<file path="src/fsed_pkg.sv">
// fsed_pkg: shared types and constants for the fuzzy substring edit distance block
// no dependencies; imported by every module under src
`default_nettype none

package fsed_pkg;

  localparam int unsigned SepW  = 21;
  localparam int unsigned DistW = 7;
  localparam int unsigned OpW   = 2;
  localparam logic [SepW-1:0] SepReset = SepW'(32);

  typedef enum logic [OpW-1:0] {
    OP_CLEAR  = 2'd0,
    OP_APPEND = 2'd1,
    OP_HAY    = 2'd2,
    OP_END    = 2'd3
  } op_e;

  // control half of a token travelling down the cell chain
  typedef struct packed {
    logic vld;
    op_e  op;
    logic store;
    logic ovf;
  } tok_ctrl_t;

endpackage

`default_nettype wire

</file>
<file path="src/fsed_tail.sv">
// fsed_tail: end of the chain; tracks the least bottom-row cost and holds the result
// depends on fsed_pkg
`default_nettype none

module fsed_tail import fsed_pkg::*; #(
  parameter int unsigned CW = 8,
  parameter int unsigned IW = 7
) (
  input  wire logic           clk_i,
  input  wire logic           rst_ni,
  input  wire tok_ctrl_t      ctrl_i,
  input  wire logic [IW-1:0]  idx_i,
  input  wire logic [CW-1:0]  new_i,
  output logic                en_o,
  output logic                out_valid_o,
  input  wire logic           out_ready_i,
  output logic [DistW-1:0]    distance_o,
  output logic                needle_overflow_o
);

  localparam int unsigned MW = (IW > CW) ? IW : CW;

  logic [CW-1:0]    best_q, best_d;
  logic             out_valid_q, out_valid_d;
  logic             emit;
  logic [MW-1:0]    cnt_w, best_w, res;
  logic [DistW-1:0] dist_q;
  logic             ovf_q;

  assign emit  = ctrl_i.vld && ctrl_i.op == OP_END;
  // hold the chain only while an end transfer meets a result not yet taken
  assign en_o  = !(emit && out_valid_q && !out_ready_i);
  assign cnt_w  = MW'(idx_i);
  assign best_w = MW'(best_q);
  assign res    = (cnt_w < best_w) ? cnt_w : best_w;

  always_comb begin
    best_d      = best_q;
    out_valid_d = out_valid_q && !out_ready_i;
    if (ctrl_i.vld && en_o) begin
      unique case (ctrl_i.op)
        OP_HAY: begin
          if (new_i < best_q) begin
            best_d = new_i;
          end
        end
        OP_CLEAR, OP_APPEND: begin
          best_d = '1;
        end
        OP_END: begin
          best_d      = '1;
          out_valid_d = 1'b1;
        end
        default: ;
      endcase
    end
  end

  always_ff @(posedge clk_i or negedge rst_ni) begin
    if (!rst_ni) begin
      best_q      <= '1;
      out_valid_q <= 1'b0;
    end else begin
      best_q      <= best_d;
      out_valid_q <= out_valid_d;
    end
  end

  always_ff @(posedge clk_i) begin
    if (emit && en_o) begin
      dist_q <= res[DistW-1:0];
      ovf_q  <= ctrl_i.ovf;
    end
  end

  assign out_valid_o       = out_valid_q;
  assign distance_o        = dist_q;
  assign needle_overflow_o = ovf_q;

endmodule

`default_nettype wire

</file>
<file path="config.mk">
export PLATFORM = sky130hd
export DESIGN_NAME = fsed_tail
export DESIGN_NICKNAME = d
export VERILOG_FILES = /design/src/fsed_pkg.sv /design/src/fsed_tail.sv
export SDC_FILE = /design/constraint.sdc
export NUM_CORES = 1
export LEC_CHECK = 0
export BUFFER_PORTS_ARGS = -buffer_cell sky130_fd_sc_hd__buf_2
export CORE_UTILIZATION = 45
export CTS_CLUSTER_SIZE = 8
export DETAILED_ROUTE_END_ITERATION = 7
export PLACE_DENSITY = 0.72
export SLEW_MARGIN = 20
export SYNTH_ARGS = -nofsm -noshare
export SYNTH_HDL_FRONTEND = slang
export SYNTH_SLANG_ARGS = --single-unit
</file>
<file path="constraint.sdc">
create_clock -name clk_i -period 3.4 [get_ports clk_i]
set_input_delay 0.85 -clock clk_i [delete_from_list [all_inputs] [get_ports clk_i]]
set_output_delay 0.85 -clock clk_i [all_outputs]
set_load 0.05 [all_outputs]
</file>
==> run metrics <==
max_cap viols 0; Multi-input gate area 508 um2; synthesis-to-finish area growth 21.4%; leading area contributor after synthesis edfxtp_1; P per Cell Area 347 nW/um2; global route overflow 0; FF/Latch Area 475 um2; Starting DRT DRC Count 9; setup TNS 0 ns; FP Rows 16; crit-path max FO 7; syn avg cell area 11.8 um2; met2 Use GR 33.1%; cts repair resizes 0; Synth async-reset ratio 52.9%; fin nets 158; core area 2040 um2; Worst Setup End Kind flip-flop; Max rail drop VDD 0.000248 V; pin count of the biggest net entering global routing 10; RSZ-0062 raised after global routing false; Die Area 2460 um2; Leakage Power 0.619 nW; Post-CTS Setup Repair Bufs 0; first-pass GRT wire length 3390 um; H-tree levels 1; Post-CTS Hold Fix Bufs 0; Synth top area share 23.6%; DR vias 798; cts bufs inserted 3; crit path launch type input port; GP Congestion 0.745; die width 49.6 um; minimum clock period 2.59 ns; hold crit path type input port to async pin; Buffers on Ports 31; Global Route met3 Usage 3.70%; Tot GR Track Use 18.3%; EDFF count, synth 8; crit share post-route 76.2%; Main synth FF type edfxtp_1; layout cells sized above 1 43.0%; Avg WL per Cell 13.2 um; status finished clean; top cells by area, synth edfxtp_1 (24%), dfstp_2 (21%), ha_1 (16%), mux2_2 (6.6%), o22a_1 (6.0%); vias in the first global route 817; Max Slew Vio Count 0; DRT Pass-1 Iters 4; Worst-path clk slew 0.09 ns; Gate Count Post-Synth 86; CTS Buffer Depth 2; dpl hpwl 1560 um; CP required 3.62 ns; most common cell after layout, fill and taps aside buf_2; final setup violation count 0; met1 Usage GRT 20.8%; sequential fraction of the synthesis area 46.7%; Remaining DRCs 0; #FFs+latches synth 17; post-route ant nets 0; fillers 190; arrival time worst endpoint 2.81 ns; yosys warns 0; relative slew slack 50.4%; Cell variety after synth 30; CP Class input port to flip-flop; Routed WL 1950 um; Post-Syn Area 1020 um2; f_max 386 MHz; Starting Density 49.9%; Least-Margin Pin Slew 0.742 ns; CTS tree yes; clock sink total 17; Vias/cell 5.39; final hold slack 0.397 ns; gr busiest metal met2; final hold vios 0; commonest cells after routing, fill and taps aside buf_2 (31), ha_1 (13), inv_1 (8), dfstp_2 (8), edfxtp_1 (8); syn_nets 122; clk root buf clkbuf_4; n_diodes 0; Worst Skew 0.00313 ns; die height 49.6 um; clk_lat worst skew 0.29 ns; initial antenna violation count 0; io pins 33
==> synthesized netlist by cell type, types with 2 or more instances <==
master    number
mux2_2         6
edfxtp_1       8
nand2_1        3
o21ai_0        3
o22a_1         7
dfstp_2        8
nand4_1        2
ha_1          13
nand2b_1       3
a21oi_1        2
inv_1          8
a211o_1        2
nor2_1         4
==> final cells by class <==
| type | instances | share of cell area, % |
|---|---|---|
| inverter | 8 | 2.43 |
| timing repair buffer | 32 | 13.2 |
| tap | 27 | 2.73 |
| multi-input combinational | 60 | 41.1 |
| sequential | 17 | 38.5 |
| clock buffer | 4 | 2.13 |
==> per-layer routing <==
layer,vias up,part of all wire (%)
met5,-,0
met2,24,50
met4,0,1.1
li1,394,-
met3,4,4.7
met1,376,44
==> path summary, 6_finish.rpt <==
path | startpoint | end | slack (ns) | depth (start not counted)
max in group asynchronous | rst_ni | best_q[4]$_DFFE_PN1P_ | 2.76 | 1
hold / removal | rst_ni | out_valid_o$_DFF_PN0_ | 0.40 | 1
min in group clk_i | best_q[6]$_DFFE_PN1P_ | best_q[6]$_DFFE_PN1P_ | 0.52 | 1
setup / recovery | new_i[5] | best_q[5]$_DFFE_PN1P_ | 0.81 | 7
hold reg to reg | best_q[6]$_DFFE_PN1P_ | best_q[6]$_DFFE_PN1P_ | 0.52 | 1
setup reg to reg | best_q[5]$_DFFE_PN1P_ | best_q[5]$_DFFE_PN1P_ | 0.89 | 7
==> power by group <==
part | switching, mW | internal (mW) | leakage [nW]
Combinational | 0.0505 | 0.0380 | 0.433
Clock | 0.0610 | 0.0456 | 0.0150
Sequential | 0.00513 | 0.229 | 0.171
==> sequential cells by signal (all words and copies together) (netlist names) <==
| signal | flops |
|---|---|
| distance_o | 7 |
| out_valid_o | 1 |
| needle_overflow_o | 1 |
| best_q | 8 |
==> logic make-up after synthesis <==
| kind of cell | synth area share (%) |
|---|---|
| AOI/OAI and AO/OA | 15.5 |
| and+or+nand+nor | 10.7 |
| DFF | 46.7 |
| adders and majority gates | 16.0 |
| buffers and inverters | 3.44 |
| muxes | 7.74 |
==> worst max-delay path: stages <==
cell and delay (ns):
buf_2 0.11, ha_1 0.32, a211oi_2 0.19, nor2_1 0.07, or3_4 0.37, or4b_1 0.64
o22a_1 0.27
==> stage by stage <==
step	util, %	cells	power (mW)	cell area (um2)	setup WS (ns)
floorplan	-	86	0.294	1020	0.789
global placement	59.3	144	0.323	1210	0.548
detailed placement	59.3	144	0.327	1210	0.505
CTS	60.5	148	0.434	1240	0.822
global route	60.5	148	0.461	1240	0.774
finish	60.5	148	0.429	1240	0.810
(Power assumes the default switching activity.)
