## src/fsed_pkg.sv

```systemverilog
// fsed_pkg: shared types and constants for the fuzzy substring edit distance block
// no dependencies; imported by every module under src
`default_nettype none

package fsed_pkg;

  localparam int unsigned SepW  = 21;
  localparam int unsigned DistW = 7;
  localparam int unsigned OpW   = 2;
  localparam logic [SepW-1:0] SepReset = SepW'(32);

  typedef enum logic [OpW-1:0] {
    OP_CLEAR  = 2'd0,
    OP_APPEND = 2'd1,
    OP_HAY    = 2'd2,
    OP_END    = 2'd3
  } op_e;

  // control half of a token travelling down the cell chain
  typedef struct packed {
    logic vld;
    op_e  op;
    logic store;
    logic ovf;
  } tok_ctrl_t;

endpackage

`default_nettype wire

```

## src/fsed_cell.sv

```systemverilog
// fsed_cell: one needle row of the cost table; holds its needle symbol and cost
// depends on fsed_pkg
`default_nettype none

module fsed_cell import fsed_pkg::*; #(
  parameter int unsigned Row = 1,
  parameter int unsigned CW  = 8,
  parameter int unsigned SW  = 21,
  parameter int unsigned IW  = 7
) (
  input  wire logic          clk_i,
  input  wire logic          rst_ni,
  input  wire logic          en_i,
  input  wire tok_ctrl_t     ctrl_i,
  input  wire logic [SW-1:0] sym_i,
  input  wire logic [IW-1:0] idx_i,
  input  wire logic [CW-1:0] new_i,
  input  wire logic [CW-1:0] old_i,
  output tok_ctrl_t          ctrl_o,
  output logic [SW-1:0]      sym_o,
  output logic [IW-1:0]      idx_o,
  output logic [CW-1:0]      new_o,
  output logic [CW-1:0]      old_o
);

  localparam int unsigned CostMax = (1 << CW) - 1;
  localparam int unsigned RstInt  = (Row > CostMax) ? CostMax : Row;
  localparam logic [CW-1:0] RstC  = CW'(RstInt);

  logic [CW-1:0] c_q, c_d;
  logic          active_q, active_d;
  logic [SW-1:0] nsym_q;
  logic          nsym_we;
  tok_ctrl_t     ctrl_q;
  logic [CW:0]   a, b, d, m0, m1;
  logic [CW-1:0] cand, new_d, old_d;

  always_comb begin
    a    = {1'b0, c_q} + (CW+1)'(1);
    b    = {1'b0, new_i} + (CW+1)'(1);
    d    = {1'b0, old_i} + ((nsym_q == sym_i) ? (CW+1)'(0) : (CW+1)'(1));
    m0   = (a < b) ? a : b;
    m1   = (m0 < d) ? m0 : d;
    cand = m1[CW] ? '1 : m1[CW-1:0];
  end

  always_comb begin
    c_d      = c_q;
    active_d = active_q;
    nsym_we  = 1'b0;
    new_d    = new_i;
    old_d    = old_i;
    if (ctrl_i.vld) begin
      unique case (ctrl_i.op)
        OP_HAY: begin
          if (active_q) begin
            c_d   = cand;
            new_d = cand;
            old_d = c_q;
          end
        end
        OP_CLEAR: begin
          c_d      = RstC;
          active_d = 1'b0;
        end
        OP_APPEND: begin
          c_d = RstC;
          if (ctrl_i.store && idx_i == IW'(Row - 1)) begin
            active_d = 1'b1;
            nsym_we  = 1'b1;
          end
        end
        OP_END: begin
          c_d = RstC;
        end
        default: ;
      endcase
    end
  end

  always_ff @(posedge clk_i or negedge rst_ni) begin
    if (!rst_ni) begin
      c_q      <= RstC;
      active_q <= 1'b0;
      ctrl_q   <= '0;
    end else if (en_i) begin
      c_q      <= c_d;
      active_q <= active_d;
      ctrl_q   <= ctrl_i;
    end
  end

  always_ff @(posedge clk_i) begin
    if (en_i) begin
      if (nsym_we) begin
        nsym_q <= sym_i;
      end
      sym_o <= sym_i;
      idx_o <= idx_i;
      new_o <= new_d;
      old_o <= old_d;
    end
  end

  assign ctrl_o = ctrl_q;

endmodule

`default_nettype wire

```

## config.mk

```make
export PLATFORM = sky130hd
export DESIGN_NAME = fsed_cell
export DESIGN_NICKNAME = d
export VERILOG_FILES = /design/src/fsed_pkg.sv /design/src/fsed_cell.sv
export SDC_FILE = /design/constraint.sdc
export NUM_CORES = 1
export LEC_CHECK = 0
export BUFFER_PORTS_ARGS = -buffer_cell sky130_fd_sc_hd__buf_2
export CORE_MARGIN = 5
export CORE_UTILIZATION = 32
export CTS_CLUSTER_DIAMETER = 50
export DETAILED_ROUTE_END_ITERATION = 10
export PLACE_DENSITY = 0.55
export SYNTH_ARGS = -nofsm -noshare
export SYNTH_HDL_FRONTEND = slang
export SYNTH_SLANG_ARGS = --single-unit
```

## constraint.sdc

```tcl
create_clock -name clk_i -period 13.54 [get_ports clk_i]
set_input_delay 1.354 -clock clk_i [delete_from_list [all_inputs] [get_ports clk_i]]
set_output_delay 1.354 -clock clk_i [all_outputs]
set_load 0.1 [all_outputs]
```

==> results.json <==
{
  "status": "finished, final reports clean",
  "cp_cell_sequence": "buf_2, ha_1, nand2_1, nor3b_2, inv_1, ha_1, nand2_1, a211o_1, o21ai_2, mux2_2, ha_1, a21o_1, a221o_1, a221oi_4, a31oi_1, mux2_2",
  "worst-path-max-fanout": 26,
  "ios": 101,
  "power_frac_seq_pct": 40.0,
  "switching_power_mw": 0.217,
  "fin_crit_ps": 6190,
  "tightest_slew_ps": 1170,
  "p_int_mw": 0.483,
  "grt_pass1_vias": 3213,
  "drv_slew": 0,
  "clock_path_buffers": 2,
  "rsz0062_at_grt": "no",
  "hold_path.class": "flop to flop",
  "dieArea_sq_um": 15700,
  "vias": 3199,
  "cts_setup_buffers": 0,
  "cts.sinks": 79,
  "fill_cells": 1291,
  "place_ws_ps": 7040,
  "grt_max_degree": 54,
  "r2r_start": "c_q[0]",
  "final_nets": 545,
  "ant_nets": 0,
  "antenna_found_initial": 0,
  "drc": 0,
  "core_area_sq_um": 13100,
  "hold_viol_final": 0,
  "cp_slowest_stage_delay_ps": 830,
  "reg2reg_depth": 14,
  "syn_inst": 372,
  "synth.most_common_cell": "edfxtp_1",
  "yosys.area.top_type": "edfxtp_1",
  "setup_violations": 0,
  "postCtsHoldBufs": 0,
  "power_frac_comb_pct": 20.7,
  "h-tree-depth": 3,
  "timing.rr.end": "new_o[0]",
  "path_class": "primary input to flop",
  "first_pass_iters": 4,
  "fmax_mhz": 162,
  "worst_ir_drop_vdd_v": 0.0000603,
  "async_flop_share_pct": 17.7,
  "crit_path_end_kind": "flop",
  "start_kind": "primary input",
  "ys.flop_type": "edfxtp_1",
  "clk_latency_ps": 330,
  "synth_nets": 444,
  "required_ps": 13630,
  "cpMostUsedCell": "ha_1",
  "portBuffers": 100,
  "gp_congestion": 0.886,
  "min_to": "ctrl_o[2]",
  "num_rows": 42,
  "arrival_ps": 6280,
  "yosys_register_bits": 79,
  "yosysSeqAreaShare_pct": 54.1,
  "diodes": 0,
  "power_leakage_nw": 2.16,
  "synth_edf_count": 65,
  "fin_setup_tns_ps": 0,
  "worstSetupStartpoint": "new_i[0]",
  "wl_per_cell_um": 16.5,
  "ys_types": 51,
  "grt_first_pass_wirelength_um": 17400,
  "post-route-period-util_pct": 45.7,
  "whs_path_depth": 1,
  "dp_hpwl_um": 8430,
  "die_h_um": 125,
  "yosysTopAreaCellShare_pct": 45.9,
  "numCtsBuffers": 9,
  "overflow": 0,
  "fin_util_pct": 40.1,
  "layout_setup_ws_ps": 7350,
  "crit_slowest_cell": "o21ai_2",
  "cts_root_buf": "clkbuf_16",
  "ys_warn_count": 0,
  "start_util_pct": 32.4,
  "swShare_pct": 31.0,
  "first_iter_violations": 231,
  "wl_um": 10800,
  "skew_ps": 7.41,
  "drive_above_1_share_pct": 27.8,
  "yosys-top-cells-area": "edfxtp_1, dfrtp_1, ha_1",
  "yosys-top-cells-count": "edfxtp_1, nand2_1, xnor2_1",
  "syn-mean-instance-area_sq_um": 11.4,
  "clkTransAtPathRegs_ps": 60,
  "areaGrowthSynthToFinish_pct": 23.6,
  "clockPowerShare_pct": 39.3,
  "relSlewSlack_pct": 20.8,
  "die_w_um": 125,
  "syn_area_sq_um": 4260,
  "ctsResizeCount": 0,
  "viasPerCell": 4.89,
  "reg2reg_slack_ps": 8020,
  "drv_cap": 0,
  "power_density_nw_per_um2": 133,
  "cts_tree": "yes",
  "grt_usage_pct": 13.9,
  "holdCritStartpoint": "ctrl_o[2]"
}
## area by class of cell
type	instances	area, sq um	share of cell area, %
Clock inverter	7	121	2.31
Sequential cell	79	2300	43.8
Timing Repair Buffer	101	508	9.65
Tap cell	176	220	4.18
Clock buffer	9	225	4.28
Inverter	10	37.5	0.713
Multi-Input combinational cell	272	1850	35.1
## power by group through the flow
stage                     clock network [mW]  logic [mW]  registers (mW)
final                                  0.275       0.145           0.280
after global routing                   0.293       0.152           0.281
after CTS                              0.282       0.146           0.280
after detailed placement                   0       0.146           0.285
after global placement                     0       0.145           0.285
after floorplan                            0      0.0225           0.374
## routing by layer
layer  part of all wire, %  global-route usage [%]  up-vias
met4                   1.6                    4.21        0
met2                    46                    22.0      103
li1                      -                       -     1578
met3                   5.9                    3.58       12
met1                    47                    18.8     1506
met5                     0                       0        -
## kinds of logic after synthesis
| group | synth area share [%] |
|---|---|
| buf+inv | 2.50 |
| fa+ha+maj | 5.88 |
| flops | 54.1 |
| mux | 3.26 |
| simple gates | 17.0 |
| compound gates | 9.44 |
| xor+xnor | 7.82 |
## sequential cells by signal, summed over array words and instances, names as in the netlist
signal and count:
ctrl_o 5, idx_o 7, nsym_q 21, active_q 1, c_q 8, old_o 8, new_o 8, sym_o 21
## layout by cell type (no fill, tap or decap), types with 11 or more instances in the layout
cell type	count
a21oi_1	11
xor2_1	12
ha_1	20
dfrtp_1	13
xnor2_1	26
buf_2	100
nor2_1	24
nor3_1	11
nand2_1	56
nand3_1	20
edfxtp_1	65
## critical path, delay by kind of cell
kind / cells / cell delay (ps)
compound gates: 6 / 2630
mux: 2 / 730
fa+ha+maj: 3 / 720
simple gates: 3 / 550
buf+inv: 2 / 290
## stage by stage
| stage | cells | instance area [sq um] | hold slack, ps | power (mW) |
|---|---|---|---|---|
| 2_1_floorplan | 372 | 4260 | 490 | 0.396 |
| 3_3_place_gp | 638 | 4920 | 486 | 0.430 |
| 3_5_place_dp | 638 | 4920 | 493 | 0.431 |
| 4_1_cts | 654 | 5260 | 507 | 0.708 |
| 5_1_grt | 654 | 5260 | 517 | 0.727 |
| 6_report | 654 | 5260 | 506 | 0.700 |
## how the worst max path moves through the flow
stage,slack (ps),cells past startpoint,to
finish,7350,16,new_o[0]
global route,7000,16,new_o[0]
CTS,7390,16,new_o[0]
detailed placement,7040,16,new_o[0]
global placement,7220,16,new_o[0]
floorplan,8090,20,new_o[1]
Power figures use the tool's default switching activity.
