==> config.mk <==
export PLATFORM = sky130hd
export DESIGN_NAME = fsed_head
export DESIGN_NICKNAME = d
export VERILOG_FILES = /design/src/fsed_pkg.sv /design/src/fsed_head.sv
export SDC_FILE = /design/constraint.sdc
export NUM_CORES = 1
export LEC_CHECK = 0
export BUFFER_PORTS_ARGS = -buffer_cell sky130_fd_sc_hd__buf_2
export CAP_MARGIN = 10
export CORE_MARGIN = 2
export CORE_UTILIZATION = 55
export DETAILED_ROUTE_END_ITERATION = 10
export GPL_ROUTABILITY_DRIVEN = 0
export PLACE_DENSITY = 0.92
export REMOVE_ABC_BUFFERS = 1
export SLEW_MARGIN = 20
export SYNTH_ARGS = -nofsm -noshare
export SYNTH_HDL_FRONTEND = slang
export SYNTH_SLANG_ARGS = --single-unit
export TNS_END_PERCENT = 50
==> constraint.sdc <==
create_clock -name clk_i -period 3.47 [get_ports clk_i]
set_clock_uncertainty 0.15 [all_clocks]
set_input_delay 0.1735 -clock clk_i [delete_from_list [all_inputs] [get_ports clk_i]]
set_output_delay 0.1735 -clock clk_i [all_outputs]
set_load 0.01 [all_outputs]
==> src/fsed_pkg.sv <==
// fsed_pkg: shared types and constants for the fuzzy substring edit distance block
// no dependencies; imported by every module under src
`default_nettype none

package fsed_pkg;

  localparam int unsigned SepW  = 21;
  localparam int unsigned DistW = 7;
  localparam int unsigned OpW   = 2;
  localparam logic [SepW-1:0] SepReset = SepW'(32);

  typedef enum logic [OpW-1:0] {
    OP_CLEAR  = 2'd0,
    OP_APPEND = 2'd1,
    OP_HAY    = 2'd2,
    OP_END    = 2'd3
  } op_e;

  // control half of a token travelling down the cell chain
  typedef struct packed {
    logic vld;
    op_e  op;
    logic store;
    logic ovf;
  } tok_ctrl_t;

endpackage

`default_nettype wire

==> src/fsed_head.sv <==
// fsed_head: input side of the chain; separator register, needle count, top row cost
// depends on fsed_pkg
`default_nettype none

module fsed_head import fsed_pkg::*; #(
  parameter int unsigned MaxN = 64,
  parameter int unsigned CW   = 8,
  parameter int unsigned SW   = 21,
  parameter int unsigned IW   = 7
) (
  input  wire logic            clk_i,
  input  wire logic            rst_ni,
  input  wire logic            en_i,
  input  wire logic            in_valid_i,
  input  wire logic [OpW-1:0]  operation_i,
  input  wire logic [SepW-1:0] symbol_i,
  input  wire logic            cfg_valid_i,
  input  wire logic [SepW-1:0] cfg_word_separator_i,
  output tok_ctrl_t            ctrl_o,
  output logic [SW-1:0]        sym_o,
  output logic [IW-1:0]        idx_o,
  output logic [CW-1:0]        new_o,
  output logic [CW-1:0]        old_o
);

  logic [SepW-1:0] sep_q;
  logic [CW-1:0]   top_q, top_d;
  logic [IW-1:0]   count_q, count_d;
  logic            ovf_q, ovf_d;
  tok_ctrl_t       ctrl_q, ctrl_d;
  logic [IW-1:0]   idx_d;
  logic [CW:0]     top_inc;
  op_e             op;

  assign op      = op_e'(operation_i);
  assign top_inc = {1'b0, top_q} + (CW+1)'(1);

  always_comb begin
    top_d        = top_q;
    count_d      = count_q;
    ovf_d        = ovf_q;
    idx_d        = count_q;
    ctrl_d.vld   = in_valid_i;
    ctrl_d.op    = op;
    ctrl_d.store = 1'b0;
    ctrl_d.ovf   = ovf_q;
    if (in_valid_i) begin
      unique case (op)
        OP_CLEAR: begin
          count_d    = '0;
          ovf_d      = 1'b0;
          top_d      = '0;
          ctrl_d.ovf = 1'b0;
        end
        OP_APPEND: begin
          top_d = '0;
          if (count_q < IW'(MaxN)) begin
            ctrl_d.store = 1'b1;
            count_d      = count_q + IW'(1);
          end else begin
            ovf_d      = 1'b1;
            ctrl_d.ovf = 1'b1;
          end
        end
        OP_HAY: begin
          if (symbol_i[SW-1:0] == sep_q[SW-1:0]) begin
            top_d = '0;
          end else begin
            top_d = top_inc[CW] ? '1 : top_inc[CW-1:0];
          end
        end
        OP_END: begin
          top_d = '0;
        end
        default: ;
      endcase
    end
  end

  always_ff @(posedge clk_i or negedge rst_ni) begin
    if (!rst_ni) begin
      sep_q   <= SepReset;
      top_q   <= '0;
      count_q <= '0;
      ovf_q   <= 1'b0;
      ctrl_q  <= '0;
    end else begin
      if (cfg_valid_i) begin
        sep_q <= cfg_word_separator_i;
      end
      if (en_i) begin
        top_q   <= top_d;
        count_q <= count_d;
        ovf_q   <= ovf_d;
        ctrl_q  <= ctrl_d;
      end
    end
  end

  always_ff @(posedge clk_i) begin
    if (en_i) begin
      sym_o <= symbol_i[SW-1:0];
      idx_o <= idx_d;
      new_o <= top_d;
      old_o <= top_q;
    end
  end

  assign ctrl_o = ctrl_q;

endmodule

`default_nettype wire

==> impl_metrics.prom, run 1 <==
# TYPE chip_impl_metric gauge
chip_impl_metric{name="syn_avg_cell_area",unit="µm²"} 13.8
chip_impl_metric{name="worst_skew_pair.late_latency",unit="ns"} 0.36
chip_impl_info{name="critical_path.reg2reg.endpoint",value="new_o[6]$_DFFE_PP_"} 1
chip_impl_metric{name="detail_route.drc_violations",unit=""} 0
chip_impl_metric{name="report.final.hold_viol_count",unit=""} 0
chip_impl_metric{name="clk_transition_reported_paths",unit="ns"} 0.08
chip_impl_metric{name="seqPwrFrac",unit="%"} 54.7
chip_impl_metric{name="timing.slew.headroom",unit="%"} 37.6
chip_impl_metric{name="preCtsSetupSlack",unit="ns"} 1.19
chip_impl_metric{name="floorplan.rows",unit=""} 29
chip_impl_info{name="ctsRootBufferMaster",value="sky130_fd_sc_hd__clkbuf_8"} 1
chip_impl_info{name="hold_path.class",value="in2reg"} 1
chip_impl_metric{name="cts_buffer_depth",unit=""} 2
chip_impl_metric{name="clkPwrFrac",unit="%"} 31.9
chip_impl_info{name="worst_hold_startpoint",value="operation_i[0]"} 1
chip_impl_metric{name="pin_count",unit=""} 98
chip_impl_metric{name="worst_path_largest_cell_delay",unit="ns"} 0.56
chip_impl_metric{name="finalCoreUtilization",unit="%"} 75.5
chip_impl_metric{name="r2r_setup_slack",unit="ns"} 1.15
chip_impl_metric{name="power.ir.vdd_worst",unit="µV"} 385
chip_impl_metric{name="rr_worst_depth",unit=""} 6
chip_impl_metric{name="cts-htree-levels",unit=""} 3
chip_impl_metric{name="period_needed",unit="ns"} 2.37
chip_impl_metric{name="postSynthCellCount",unit=""} 260
chip_impl_metric{name="setup_viol",unit=""} 0
chip_impl_metric{name="ys.warnings.count",unit=""} 0
chip_impl_metric{name="vias_per_cell",unit=""} 5.58
chip_impl_metric{name="asyncSetResetFlopFracSynth",unit="%"} 48.8
chip_impl_metric{name="power_report.internal_total",unit="mW"} 1.66
chip_impl_metric{name="antenna_found_initial",unit=""} 1
chip_impl_metric{name="tightestPinTransition",unit="ns"} 0.937
chip_impl_metric{name="die_w",unit="µm"} 84.9
chip_impl_metric{name="layout_worst_path_cycle_share",unit="%"} 68.4
chip_impl_metric{name="grt_pass1_vias",unit=""} 2815
chip_impl_metric{name="critical_path_required",unit="ns"} 3.43
chip_impl_metric{name="final_antenna_net_count",unit=""} 0
chip_impl_metric{name="finalWorstSetupSlack",unit="ns"} 1.10
chip_impl_info{name="critical_path.cell_chain",value="dlygate4sd3_1 -> buf_2 -> xnor2_1 -> nand4_1 -> nor4_1 -> a211o_1 -> a21oi_1 -> o22a_1"} 1
chip_impl_info{name="critPathSlowestCell",value="sky130_fd_sc_hd__dlygate4sd3_1"} 1
chip_impl_info{name="result_of_the_run",value="finished clean"} 1
chip_impl_metric{name="cellPowerDensity",unit="nW/µm²"} 463
chip_impl_metric{name="detailed_place_hpwl",unit="mm"} 4.92
chip_impl_metric{name="via_count",unit=""} 2718
chip_impl_metric{name="floorplan.initialDensity",unit="%"} 56.7
chip_impl_metric{name="largest_fanout_on_the_critical_path",unit=""} 12
chip_impl_metric{name="cts.sinks",unit=""} 86
chip_impl_metric{name="synth_top_area_share",unit="%"} 36.7
chip_impl_metric{name="design.die.area",unit="µm²"} 7210
chip_impl_info{name="timing.critical_path.to_type",value="flop"} 1
chip_impl_metric{name="height_of_the_chip",unit="µm"} 84.9
chip_impl_metric{name="synthesized_cell_area",unit="µm²"} 3600
chip_impl_metric{name="postSynthRegisterBits",unit=""} 86
chip_impl_info{name="hold-path-endpoint",value="count_q[0]$_DFFE_PN0P_"} 1
chip_impl_metric{name="critPathBufInv",unit=""} 2
chip_impl_metric{name="layout-area-overhead-vs-synth",unit="%"} 33.2
chip_impl_info{name="worstSetupPathType",value="in2reg"} 1
chip_impl_metric{name="worst-endpoint-arrival",unit="ns"} 2.34
chip_impl_metric{name="synth_enable_flop_cells",unit=""} 44
chip_impl_info{name="cpLargestDelayFamily",value="compound AO/OA/AOI/OAI gates"} 1
chip_impl_metric{name="post_cts_sizing_count",unit=""} 0
chip_impl_metric{name="final_net_count",unit=""} 455
chip_impl_info{name="synthTopCellsByArea",value="sky130_fd_sc_hd__edfxtp_1 (37%), sky130_fd_sc_hd__dfrtp_1 (29%), sky130_fd_sc_hd__mux2_2 (7.8%)"} 1
chip_impl_metric{name="switching_share",unit="%"} 24.9
chip_impl_info{name="tritoncts_clock_tree",value="built"} 1
chip_impl_metric{name="fraction_of_layout_cells_with_a_size_suffix_above_1",unit="%"} 35.9
chip_impl_metric{name="dr.pass1.iters",unit=""} 4
chip_impl_info{name="grt_setup_unrepaired",value="false"} 1
chip_impl_metric{name="post_cts_buffers",unit=""} 0
chip_impl_metric{name="drt_wl_total",unit="mm"} 8.78
chip_impl_metric{name="cts-buffers-inserted",unit=""} 9
chip_impl_metric{name="grt_start_max_net_pins",unit=""} 43
chip_impl_metric{name="design_area",unit="µm²"} 4790
chip_impl_metric{name="grt_pass1_wl",unit="mm"} 14.3
chip_impl_metric{name="drv_slew",unit=""} 0
chip_impl_metric{name="buffer_ports.inserted",unit=""} 97
chip_impl_info{name="synth_flop_cell",value="sky130_fd_sc_hd__edfxtp_1"} 1
chip_impl_metric{name="synth_seq_area_share",unit="%"} 65.9
chip_impl_metric{name="fmax",unit="GHz"} 0.421
chip_impl_metric{name="combPwrFrac",unit="%"} 13.4
chip_impl_metric{name="netSwitchingPower",unit="mW"} 0.553
chip_impl_metric{name="drt_first_iter_violations",unit=""} 200
chip_impl_metric{name="grtUsageTotal",unit="%"} 25.9
chip_impl_metric{name="design.core.area",unit="µm²"} 6350
chip_impl_metric{name="yosysUniqueCellTypes",unit=""} 47
chip_impl_metric{name="fin_tns_setup",unit="ns"} 0
chip_impl_metric{name="leakage",unit="nW"} 2.06
chip_impl_info{name="r2r-start",value="sep_q[15]$_DFFE_PN0P_"} 1
chip_impl_metric{name="holdPathStages",unit=""} 2
chip_impl_metric{name="cap_viol_max_count",unit=""} 0
chip_impl_metric{name="overflow_after_grt",unit=""} 0
chip_impl_metric{name="post_cts_hold_buffer_count",unit=""} 45
chip_impl_metric{name="placed_cell_area",unit="µm²"} 4140
chip_impl_info{name="critPathLaunchType",value="input pin"} 1
chip_impl_info{name="synth.largest_area_cell",value="sky130_fd_sc_hd__edfxtp_1"} 1
chip_impl_metric{name="wl_per_cell",unit="µm"} 18.0
## cell usage after synthesis (all sizes together), types with 2 or more instances
| master | number |
|---|---|
| nand3 | 3 |
| nand2 | 18 |
| clkbuf | 6 |
| o31ai | 2 |
| ha | 2 |
| a22o | 8 |
| edfxtp | 44 |
| buf | 4 |
| nor3 | 2 |
| or2 | 3 |
| o21ai | 13 |
| a21o | 6 |
| xnor2 | 21 |
| xor2 | 2 |
| dfrtp | 41 |
| nor2b | 2 |
| nand4 | 6 |
| nor2 | 17 |
| a31o | 2 |
| and3 | 3 |
| inv | 4 |
| a21oi | 5 |
| o2bb2ai | 2 |
| mux2 | 25 |
| nand2b | 3 |
## worst reg2reg max path: cells and delay by family (launching register included)
kind,cells,cell delay (ns)
xor gates and xnor gates,1,0.21
DFF,1,0.42
and+or+nand+nor,2,0.56
AOI/OAI and AO/OA,3,0.74
## kinds of logic (layout without fill, tap and decap cells)
| family | count (synthesis) | count (layout) | share of synthesized area (%) |
|---|---|---|---|
| multiplexers | 25 | 25 | 7.82 |
| AO/OA/AOI/OAI | 48 | 48 | 9.63 |
| AND/OR/NAND/NOR | 61 | 61 | 8.45 |
| flip-flops | 86 | 86 | 65.9 |
| XOR/XNOR | 23 | 23 | 5.60 |
| buffers and inverters | 15 | 164 | 1.88 |
| other | 0 | 1 | 0 |
| adder cells (fa/ha/maj) | 2 | 2 | 0.695 |
## area by class of cell
class / instances / area (µm²)
sequential: 86 / 2370
timing repair buffer: 143 / 943
clock buffer: 11 / 141
antenna: 1 / 2.50
inverter: 5 / 18.8
multi-input combinational: 159 / 1160
fill: 373 / 1560
tap: 77 / 96.3
clock inverter: 5 / 58.8
## power groups by stage
stage          Clock [mW]  Combinational [mW]  Sequential, mW
2_1_floorplan           0               0.106            1.24
3_3_place_gp            0               0.237            1.22
3_5_place_dp            0               0.247            1.23
4_1_cts             0.708               0.287            1.21
5_1_grt             0.752               0.321            1.22
6_report            0.707               0.297            1.21
## how the worst max path moves through the flow
stage | depth (start not counted) | slack, ns | to | startpoint
floorplan | 7 | 1.50 | new_o[5]$_DFFE_PP_ | top_q[0]$_DFFE_PN0P_
global placement | 7 | 1.28 | count_q[5]$_DFFE_PN0P_ | en_i
detailed placement | 7 | 1.19 | count_q[5]$_DFFE_PN0P_ | en_i
CTS | 8 | 1.14 | new_o[6]$_DFFE_PP_ | symbol_i[0]
global route | 8 | 0.98 | new_o[6]$_DFFE_PP_ | symbol_i[0]
finish | 8 | 1.10 | new_o[6]$_DFFE_PP_ | symbol_i[0]
## per-layer routing
metal  part of all wire [%]  vias up  track usage [%]
met3                    8.2       19             7.00
li1                       -     1243                -
met2                     50      122             42.3
met4                    1.9        0             10.4
met5                      0        -                0
met1                     40     1334             33.3
## sequential cells by signal, summed over array words and instances (netlist names)
name and cells:
top_q 8, ctrl_o 5, idx_o 7, sym_o 21, count_q 7, new_o 8, ovf_q 1, old_o 8
sep_q 21
## stage by stage
stage,instances,hold slack (ns),power (mW)
floorplan,250,-0.272,1.35
global placement,425,0.215,1.46
detailed placement,425,0.214,1.48
CTS,486,0.0812,2.20
global route,487,0.105,2.29
finish,487,0.0863,2.22
## cells in the final DEF (no fill, tap or decap), types with 3 or more instances in the layout
| cell type | n |
|---|---|
| sky130_fd_sc_hd__inv_1 | 4 |
| sky130_fd_sc_hd__a21o_1 | 6 |
| sky130_fd_sc_hd__xnor2_1 | 21 |
| sky130_fd_sc_hd__nand2b_1 | 3 |
| sky130_fd_sc_hd__nand4_1 | 6 |
| sky130_fd_sc_hd__clkbuf_8 | 10 |
| sky130_fd_sc_hd__edfxtp_1 | 44 |
| sky130_fd_sc_hd__o21ai_0 | 13 |
| sky130_fd_sc_hd__buf_2 | 97 |
| sky130_fd_sc_hd__dfrtp_1 | 41 |
| sky130_fd_sc_hd__nor2_1 | 17 |
| sky130_fd_sc_hd__dlygate4sd3_1 | 45 |
| sky130_fd_sc_hd__nand2_1 | 17 |
| sky130_fd_sc_hd__a21oi_1 | 5 |
| sky130_fd_sc_hd__a22o_1 | 8 |
| sky130_fd_sc_hd__mux2_2 | 25 |
No activity file was read; power rests on OpenSTA's default activity.
==> inputs of run 2 (changes only) <==
CORE_UTILIZATION = 52   (was 55)
PLACE_DENSITY = 0.88   (was 0.92)
clock period = 2.3 ns   (was 3.47 ns; I/O delays follow)
==> run 2 against run 1 <==
  * Setup slack worse by 0.97 ns
  * Via count is 0.74% lower
  * Sequential power rose by 50%
  * Hold slack worse by 0.064 ns
  * Combinational power rose by 53%
  * First-iteration DRC count fell by 33%
  * Non-clock buffer count increased by 2
  * Clock-buffer cell count increased by 1
  * Final cell count is 0.82% higher
  * Sequential cell count unchanged
  * Critical endpoint unchanged
==> impl_metrics.prom, run 2 (same netlist as run 1, synthesis figures left out) <==
# TYPE chip_impl_metric gauge
chip_impl_metric{name="num_antenna_cells",unit=""} 0
chip_impl_metric{name="detailed_place_hpwl",unit="mm"} 4.94
chip_impl_metric{name="design.core.area",unit="µm²"} 6760
chip_impl_metric{name="drv_slew",unit=""} 0
chip_impl_metric{name="pin_count",unit=""} 98
chip_impl_metric{name="grt_pass1_wl",unit="mm"} 14.2
chip_impl_metric{name="worst-endpoint-arrival",unit="ns"} 2.14
chip_impl_metric{name="overflow_after_grt",unit=""} 0
chip_impl_info{name="critPathSlowestCell",value="sky130_fd_sc_hd__dfrtp_1"} 1
chip_impl_metric{name="fmax",unit="GHz"} 0.459
chip_impl_metric{name="die_w",unit="µm"} 87.2
chip_impl_metric{name="final_net_count",unit=""} 457
chip_impl_metric{name="critical_path_required",unit="ns"} 2.26
chip_impl_metric{name="instances_no_fill",unit=""} 491
chip_impl_metric{name="floorplan.rows",unit=""} 30
chip_impl_metric{name="grtUsageTotal",unit="%"} 25.0
chip_impl_metric{name="holdPathStages",unit=""} 3
chip_impl_info{name="hold_path.class",value="in2reg"} 1
chip_impl_metric{name="period_needed",unit="ns"} 2.18
chip_impl_metric{name="cts-htree-levels",unit=""} 3
chip_impl_metric{name="largest_fanout_on_the_critical_path",unit=""} 12
chip_impl_metric{name="fin_tns_setup",unit="ns"} 0
chip_impl_metric{name="leakage",unit="nW"} 2.06
chip_impl_metric{name="grt_pass1_vias",unit=""} 2838
chip_impl_metric{name="number_of_placed_instances_with_taps_included",unit=""} 430
chip_impl_info{name="hold-path-endpoint",value="ctrl_o[4]$_DFFE_PN0P_"} 1
chip_impl_metric{name="worst_path_largest_cell_delay",unit="ns"} 0.42
chip_impl_info{name="timing.critical_path.to_type",value="flop"} 1
chip_impl_metric{name="design.die.area",unit="µm²"} 7600
chip_impl_info{name="worst_hold_startpoint",value="en_i"} 1
chip_impl_metric{name="cts-buffers-inserted",unit=""} 9
chip_impl_metric{name="cts_buffer_depth",unit=""} 2
chip_impl_metric{name="buffer_ports.inserted",unit=""} 97
chip_impl_info{name="worstSetupPathType",value="reg2reg"} 1
chip_impl_metric{name="layout-area-overhead-vs-synth",unit="%"} 32.7
chip_impl_metric{name="fraction_of_layout_cells_with_a_size_suffix_above_1",unit="%"} 36.3
chip_impl_info{name="grt_setup_unrepaired",value="false"} 1
chip_impl_metric{name="layout_worst_path_cycle_share",unit="%"} 94.7
chip_impl_info{name="layout.cells.most_common",value="sky130_fd_sc_hd__buf_2"} 1
chip_impl_metric{name="timing.slew.headroom",unit="%"} 53.4
chip_impl_metric{name="drt_first_iter_violations",unit=""} 134
chip_impl_metric{name="drt_wl_total",unit="mm"} 8.83
chip_impl_info{name="critical_path.reg2reg.endpoint",value="new_o[6]$_DFFE_PP_"} 1
chip_impl_metric{name="cellPowerDensity",unit="nW/µm²"} 669
chip_impl_metric{name="tightestPinTransition",unit="ns"} 0.699
chip_impl_metric{name="clk_transition_reported_paths",unit="ns"} 0.09
chip_impl_metric{name="r2r_setup_slack",unit="ns"} 0.12
chip_impl_metric{name="rr_worst_depth",unit=""} 6
chip_impl_metric{name="vias_per_cell",unit=""} 5.49
chip_impl_metric{name="via_count",unit=""} 2698
chip_impl_metric{name="worst_skew_pair.late_latency",unit="ns"} 0.36
chip_impl_info{name="result_of_the_run",value="finished clean"} 1
chip_impl_metric{name="final_antenna_net_count",unit=""} 0
chip_impl_info{name="layout_common_cells",value="sky130_fd_sc_hd__buf_2 (97), sky130_fd_sc_hd__dlygate4sd3_1 (45), sky130_fd_sc_hd__edfxtp_1 (44)"} 1
chip_impl_metric{name="floorplan.initialDensity",unit="%"} 53.3
chip_impl_info{name="critical_path.cell_chain",value="xnor2_1 -> nand4_1 -> nor4_2 -> a211o_2 -> a21oi_1 -> o22a_1"} 1
chip_impl_metric{name="report.final.hold_viol_count",unit=""} 0
chip_impl_metric{name="setup_viol",unit=""} 0
chip_impl_info{name="ctsRootBufferMaster",value="sky130_fd_sc_hd__clkbuf_8"} 1
chip_impl_metric{name="height_of_the_chip",unit="µm"} 87.2
chip_impl_metric{name="cts.sinks",unit=""} 86
chip_impl_metric{name="antenna_found_initial",unit=""} 0
chip_impl_metric{name="dr.pass1.iters",unit=""} 4
chip_impl_metric{name="detail_route.drc_violations",unit=""} 0
chip_impl_info{name="critPathLaunchType",value="flop"} 1
chip_impl_metric{name="grt_start_max_net_pins",unit=""} 57
chip_impl_info{name="tritoncts_clock_tree",value="built"} 1
chip_impl_metric{name="cap_viol_max_count",unit=""} 0
chip_impl_info{name="largest_registers",value="sep_q (21), sym_o (21)"} 1
chip_impl_metric{name="wl_per_cell",unit="µm"} 18.0
chip_impl_info{name="r2r-start",value="sep_q[16]$_DFFE_PN0P_"} 1
chip_impl_metric{name="power.ir.vdd_worst",unit="µV"} 486
[run 2: cell types whose count changed in the layout (fill, tap and decap cells not counted)]
cell / change
sky130_fd_sc_hd__a211o_1: -1
sky130_fd_sc_hd__a211o_2: +1
sky130_fd_sc_hd__buf_4: +2
sky130_fd_sc_hd__bufinv_16: -1
sky130_fd_sc_hd__clkbuf_1: +2
sky130_fd_sc_hd__clkbuf_8: -1
sky130_fd_sc_hd__clkinv_2: +1
sky130_fd_sc_hd__clkinv_4: -1
sky130_fd_sc_hd__diode_2: -1
sky130_fd_sc_hd__nor4_1: -1
sky130_fd_sc_hd__nor4_2: +1
[run 2: area by class of cell]
class | instances | area [µm²]
Sequential cell | 86 | 2370
Timing Repair Buffer | 145 | 958
Clock inverter | 4 | 25.0
Tap cell | 80 | 100
Inverter | 5 | 18.8
Multi-Input combinational cell | 159 | 1170
Fill cell | 436 | 1980
Clock buffer | 12 | 135
[run 2: per-layer routing]
layer	up-vias	track usage, %	part of all wire [%]
li1	1243	-	-
met1	1316	30.5	40
met2	112	41.7	50
met3	27	6.16	6.4
met4	0	12.3	3.4
met5	-	0	0
[run 2: worst max path at each step]
stage,startpoint,endpoint,slack (ns)
final,sep_q[16]$_DFFE_PN0P_,new_o[6]$_DFFE_PP_,0.12
after global routing,sep_q[16]$_DFFE_PN0P_,new_o[4]$_DFFE_PP_,0.03
after CTS,sep_q[16]$_DFFE_PN0P_,new_o[6]$_DFFE_PP_,0.09
after detailed placement,sep_q[16]$_DFFE_PN0P_,new_o[6]$_DFFE_PP_,0.1
after global placement,sep_q[7]$_DFFE_PN0P_,new_o[6]$_DFFE_PP_,0.17
after floorplan,top_q[0]$_DFFE_PN0P_,new_o[5]$_DFFE_PP_,0.33
[run 2: per-stage QoR]
step	total power [mW]	area (µm²)	setup WS (ns)	hold slack [ns]	util, %
after floorplan	2.03	3550	0.333	-0.331	-
after global placement	2.21	4160	0.166	0.0685	61.6
after detailed placement	2.23	4160	0.0957	0.0763	61.6
after CTS	3.17	4770	0.0918	0.0165	70.6
after global routing	3.33	4780	0.0272	0.0363	70.7
final	3.20	4780	0.122	0.0226	70.7
[run 2: power breakdown]
group | leakage, nW | switching [mW] | total (mW) | internal, mW
sequential | 0.957 | 0.0757 | 1.82 | 1.75
clock | 0.0764 | 0.529 | 0.919 | 0.390
combinational | 1.02 | 0.220 | 0.455 | 0.235
[run 2: timing repair]
action,4_1_cts,5_1_grt
resized for setup,0,2
hold buffers,45,0
hold endpoints to repair,85,0
setup endpoints to repair,0,6
buffers inserted,0,0
[run 2: critical path, delay by kind of cell, from the launching register on]
family	cells	cell delay, ns
AO/OA/AOI/OAI	3	0.57
AND/OR/NAND/NOR	2	0.52
flip-flops	1	0.42
XOR/XNOR	1	0.26
